==> config.mk <==
export PLATFORM = sky130hd
export DESIGN_NAME = lsrc_div
export DESIGN_NICKNAME = d
export VERILOG_FILES = /design/src/rtl/core/lsrc_pkg.sv /design/src/rtl/core/lsrc_div.sv
export SDC_FILE = /design/constraint.sdc
export NUM_CORES = 1
export LEC_CHECK = 0
export ABC_CLOCK_PERIOD_IN_PS = 12000
export BUFFER_PORTS_ARGS = -buffer_cell sky130_fd_sc_hd__buf_2
export CELL_PAD_IN_SITES_DETAIL_PLACEMENT = 0
export CELL_PAD_IN_SITES_GLOBAL_PLACEMENT = 1
export CORE_ASPECT_RATIO = 0.75
export CORE_MARGIN = 4
export CORE_UTILIZATION = 57
export DETAILED_ROUTE_END_ITERATION = 10
export PLACE_DENSITY = 0.89
export SLEW_MARGIN = 20
export SYNTH_ARGS = -nofsm -noshare
export SYNTH_HDL_FRONTEND = slang
export SYNTH_SLANG_ARGS = --single-unit
==> constraint.sdc <==
create_clock -name clk -period 12 [get_ports clk]
set_clock_uncertainty 0.2 [all_clocks]
set_input_delay 0 -clock clk [delete_from_list [all_inputs] [get_ports clk]]
set_output_delay 0 -clock clk [all_outputs]
set_load 0.05 [all_outputs]
==> src/rtl/core/lsrc_pkg.sv <==
// shared types, widths and constants of the segment clipper
package lsrc_pkg;

  localparam int COORD_BITS   = 12;
  localparam int DIFF_BITS    = COORD_BITS + 1;
  localparam int DIV_BITS     = COORD_BITS + 2;
  localparam int T_FRAC       = 16;
  localparam int T_BITS       = T_FRAC + 1;
  localparam int PROD_BITS    = T_BITS + 1 + DIFF_BITS;
  localparam int NUM_EDGES    = 4;
  localparam int CFG_IDX_BITS = 2;
  // lane load, one stage per quotient bit, rounding correction
  localparam int DIV_LAT      = T_BITS + 2;

  localparam logic [T_BITS-1:0] T_ONE = T_BITS'(1) << T_FRAC;

  localparam logic [CFG_IDX_BITS-1:0] REG_X_MIN = 2'd0;
  localparam logic [CFG_IDX_BITS-1:0] REG_Y_MIN = 2'd1;
  localparam logic [CFG_IDX_BITS-1:0] REG_X_MAX = 2'd2;
  localparam logic [CFG_IDX_BITS-1:0] REG_Y_MAX = 2'd3;

  typedef logic signed [COORD_BITS-1:0] coord_t;
  typedef logic signed [DIFF_BITS-1:0]  diff_t;

  localparam coord_t WIN_MIN_RST = -COORD_BITS'(120);
  localparam coord_t WIN_MAX_RST = COORD_BITS'(120);

  typedef struct packed {
    coord_t start_x;
    coord_t start_y;
    coord_t end_x;
    coord_t end_y;
  } in_t;

  typedef struct packed {
    coord_t clipped_start_x;
    coord_t clipped_start_y;
    coord_t clipped_end_x;
    coord_t clipped_end_y;
    logic   visible;
  } out_t;

  typedef struct packed {
    coord_t                 x0;
    coord_t                 y0;
    diff_t                  dx;
    diff_t                  dy;
    logic                   vis;
    logic [NUM_EDGES-1:0]   use_edge;
    logic [NUM_EDGES-1:0]   ent;
  } seg_meta_t;

endpackage

==> src/rtl/core/lsrc_div.sv <==
// pipelined restoring divider lane: t = round(num / den) in q1.16, num <= den
module lsrc_div
  import lsrc_pkg::*;
(
  input  logic                clk,
  input  logic                en,
  input  logic [DIV_BITS-1:0] num_i,
  input  logic [DIV_BITS-1:0] den_i,
  output logic [T_BITS-1:0]   t_o
);

  logic [DIV_BITS-1:0] rem_r [0:T_BITS];
  logic [DIV_BITS-1:0] dvs_r [0:T_BITS];
  logic [DIV_BITS-1:0] den_r [0:T_BITS];
  logic [T_BITS-1:0]   quo_r [0:T_BITS];
  logic [T_BITS-1:0]   t_r;
  logic [DIV_BITS:0]   corr_sum;

  always_ff @(posedge clk) begin
    if (en) begin
      rem_r[0] <= num_i;
      dvs_r[0] <= {den_i[DIV_BITS-2:0], 1'b0};
      den_r[0] <= den_i;
      quo_r[0] <= '0;
    end
  end

  for (genvar k = 0; k < T_BITS; k++) begin : g_step
    logic [DIV_BITS-1:0] shifted;
    logic                ge;
    assign shifted = {rem_r[k][DIV_BITS-2:0], 1'b0};
    assign ge      = shifted >= dvs_r[k];
    always_ff @(posedge clk) begin
      if (en) begin
        rem_r[k+1] <= ge ? shifted - dvs_r[k] : shifted;
        dvs_r[k+1] <= dvs_r[k];
        den_r[k+1] <= den_r[k];
        quo_r[k+1] <= {quo_r[k][T_BITS-2:0], ge};
      end
    end
  end

  // adding den to the remainder gives round-half-up of the quotient
  assign corr_sum = {1'b0, rem_r[T_BITS]} + {1'b0, den_r[T_BITS]};

  always_ff @(posedge clk) begin
    if (en) begin
      t_r <= quo_r[T_BITS] + T_BITS'(corr_sum >= {1'b0, dvs_r[T_BITS]});
    end
  end

  assign t_o = t_r;

endmodule

==> flow_summary.ini <==
[run_status]
outcome = finished, final reports clean

[yosys]
synth_edf_count = 640
synth_mux_area_share_pct = 4.55
yosysUniqueCellTypes = 71
synth_top_cell_by_area = edfxtp_1
synth_fa_ha_area_share_pct = 10.6
syn_inst = 2553
yosysSeqAreaShare_pct = 59.1
synth_warnings = 0
synth_ff_type = edfxtp_1
synth_top_family_by_area = adder cells
synth_xor_area_share_pct = 4.01
synth_compound_area_share_pct = 10.2
synthTopCellsByArea = edfxtp_1 59%, ha_1 9.5%, inv_1 3.5%
synth_simple_gate_area_share_pct = 7.60
syn_area_um2 = 32500
synth.avg_cell_area_um2 = 12.7
synth_top_area_share_pct = 59.1
synth-async-reset-ratio_pct = 0
ys_ff_latch = 640
synth_nets = 2849

[route]
routed_wire_length_per_instance_um = 17.6
vias = 20000
drtPass1Iterations = 5
first_iter_violations = 1845
ant_nets = 0
drc_errors = 0
via_per_inst = 5.71
drt_wl_total_um = 61600

[finish]
antenna_cells = 0
area_growth_pct = 11.9
nets = 3009
fillers = 4014
regArea_um2 = 19200
multiInputGateArea_um2 = 12100
utilization_pct = 64.8
layout-drive-gt1-share_pct = 10.4

[sta]
maxSlewViolCount = 0
min_period_over_period_pct = 41.4
final-setup-viol-count = 0
layout_min_cycle_time_ps = 4960
tns_ps = 0
relSlewSlack_pct = 31.8
max_freq_ghz = 0.201
rsz0062_at_grt = false
worst_pin_slew_ps = 1020
hold_violations = 0

[global_routing]
grt_usage_pct = 20.0
grt_pass1_wl_um = 101000
antenna_found_initial = 0
grt_pass1_vias = 19800
grt_max_degree = 164
globalRoute.totalOverflow = 0

[cts]
root_buffer = clkbuf_16
cts.path.max_buffers = 3
clk_latency_ps = 640
post_cts_buffers = 0
ctsHtreeMaxLevel = 2
clk_pin_slew_worst_paths_ps = 70
cts_sinks = 640
numCtsBuffers = 61
cts_tree = yes

[hold_path]
hold_start = quo_r[8][1]$_DFFE_PP_
whs_path_depth = 0
hold_class = reg -> reg
min_to = quo_r[9][2]$_DFFE_PP_

[floorplan]
die_w_um = 284
dieArea_um2 = 61000
row_count = 75
initial_core_util_pct = 57.9
top_level_ports = 47
core_area_um2 = 56200
dieHeight_um = 215

[pwr]
ir_drop_uv = 155
p_per_area_nw_per_um2 = 238
cellLeakagePower_uw = 0.0148

[worst_setup_path]
r2r_setup_slack_ps = 7040
cp_common_cell = ha_1
ff2ff_path_depth = 22
max_stage_delay_ps = 420
cp_slowest_cell = edfxtp_1
critPathLaunchType = flop
regToRegStartpoint = den_r[17][1]$_DFFE_PP_
cp-end-kind = flop
crit_path_cell_trace = ha_1 > inv_1 > fa_1 > nor2b_1 > o31a_1 > o211ai_1 > nand2_1 > a41oi_1 > a21oi_1 > xor2_1 > ha_1 > nand3_1 > o211ai_1 > a21oi_1 > o21ai_0 > ha_1 > nand2_1 > nor2b_1 > and3_1 > and4_1 > nand3_1 > xnor2_1
critical_path_required_ps = 12190
critPathKind = reg -> reg
cp.arrival_ps = 5150
crit_fanout = 5
worstReg2RegEnd = t_o[16]$_DFFE_PP_

[flow_run]
cap_violations = 0

[placed_design]
dp_hpwl_um = 42400
io_buffers = 45
place.gp.congestion = 0.874
[through the flow]
stage | std cells | instance area (µm²) | hold WS (ps) | total power, µW | worst slack [ps]
finish | 3496 | 36400 | 204 | 8680 | 7040
global route | 3496 | 36400 | 202 | 9260 | 6600
CTS | 3496 | 36400 | 202 | 8710 | 7060
detailed placement | 3326 | 33800 | -21.7 | 6640 | 7100
global placement | 3326 | 33800 | -24.0 | 6480 | 7270
floorplan | 2553 | 32500 | -101 | 5830 | 7820
[state kept, by name, summed over array words and instances (netlist names)]
| name | cells |
|---|---|
| quo_r | 153 |
| t_o | 17 |
| rem_r | 218 |
| den_r | 252 |
[cell type report]
type	count	area share [%]
well taps	731	2.51
inverters	309	3.19
multi-input cells	1581	33.1
repair buffers	120	2.61
flip-flops and latches	640	52.8
clock inverters	50	1.51
clock buffers	65	4.29
[timing repair]
| item | 4_1_cts | 5_1_grt |
|---|---|---|
| resized for setup | 0 | 0 |
| hold buffers | 55 | 0 |
| endpoints found under the hold margin | 127 | 0 |
[worst max-delay path by stage]
stage | from | end | slack [ps] | depth (start not counted)
floorplan | den_r[17][1]$_DFFE_PP_ | t_o[16]$_DFFE_PP_ | 7820 | 22
global placement | den_r[17][1]$_DFFE_PP_ | t_o[16]$_DFFE_PP_ | 7270 | 22
detailed placement | den_r[17][1]$_DFFE_PP_ | t_o[16]$_DFFE_PP_ | 7100 | 22
CTS | den_r[17][1]$_DFFE_PP_ | t_o[16]$_DFFE_PP_ | 7060 | 22
global route | den_r[17][2]$_DFFE_PP_ | t_o[16]$_DFFE_PP_ | 6600 | 20
finish | den_r[17][1]$_DFFE_PP_ | t_o[16]$_DFFE_PP_ | 7040 | 22
[critical path: cells and delay by family, from the launching register on]
kind / cells / cell delay (ps)
xor gates and xnor gates: 2 / 300
buffers and inverters: 1 / 80
AOI/OAI and AO/OA: 7 / 1330
DFF: 1 / 420
and+or+nand+nor: 8 / 1380
adders and majority gates: 4 / 1000
[cell families (layout without fill, tap and decap cells)]
| family | count (synthesis) | count (layout) |
|---|---|---|
| xor+xnor | 149 | 149 |
| flops | 640 | 640 |
| simple gates | 513 | 513 |
| mux | 131 | 131 |
| buf+inv | 332 | 544 |
| fa+ha+maj | 266 | 266 |
| compound gates | 522 | 522 |
[layer usage]
| layer | vias to the layer above | GRT usage, % | part of all wire, % |
|---|---|---|---|
| met3 | 111 | 3.20 | 5.4 |
| met4 | 0 | 5.73 | 2.4 |
| met2 | 543 | 31.4 | 45 |
| met1 | 9617 | 29.2 | 47 |
| met5 | - | 0 | 0 |
| li1 | 9701 | - | - |
[Yosys cell counts, types with 4 or more instances]
master and count:
nor3b_1 5, nand2_1 157, o21a_1 35, a21boi_0 9, nor4_1 8, mux2_1 7, o211ai_1 13, and3_1 12
and4b_1 4, a311o_1 4, a211o_1 11, xnor2_1 103, nor2_1 117, a221o_1 4, o311ai_0 7, inv_1 307
o21ai_0 151, mux2i_1 20, ha_1 248, o41ai_1 6, a211oi_1 12, nand3_1 41, o31ai_1 20, clkbuf_1 13
nor2b_1 47, a311oi_1 4, nand4_1 31, a21o_1 50, a31oi_1 18, mux2_4 8, a31o_2 4, a21oi_1 133
o31a_1 12, fa_1 18, edfxtp_1 640, o2111ai_1 4, nand2b_1 32, xor2_1 46, nor3_1 36, a2111oi_0 5
mux2_2 96, and2_1 6, or2_2 6, buf_2 9
[layout by cell type (no fill, tap or decap), types with 8 or more instances in the layout]
cell type,n
nor4_1,8
nor2_1,117
a211oi_1,12
o211ai_1,13
nand2_1,157
o31a_1,12
buf_2,44
a21boi_0,9
bufinv_16,10
mux2_2,96
o31ai_1,20
clkbuf_16,62
edfxtp_1,640
xor2_1,46
inv_1,307
a211o_1,11
clkinv_1,14
o21ai_0,147
nor2b_1,47
mux2_4,8
buf_4,18
and3_1,12
a21oi_1,133
a31oi_1,18
nand2b_1,32
fa_1,18
a21o_1,50
ha_1,248
o21a_1,35
xnor2_1,103
clkinv_2,17
dlygate4sd3_1,55
mux2i_1,20
nand3_1,41
nand4_1,31
nor3_1,36
[where the power goes]
part	leakage (µW)	switching, µW	internal [µW]
Clock	0.00103	860	1160
Sequential	0.00629	235	3100
Combinational	0.00750	1830	1500
Note: power is estimated with default switching activity, not from simulation.
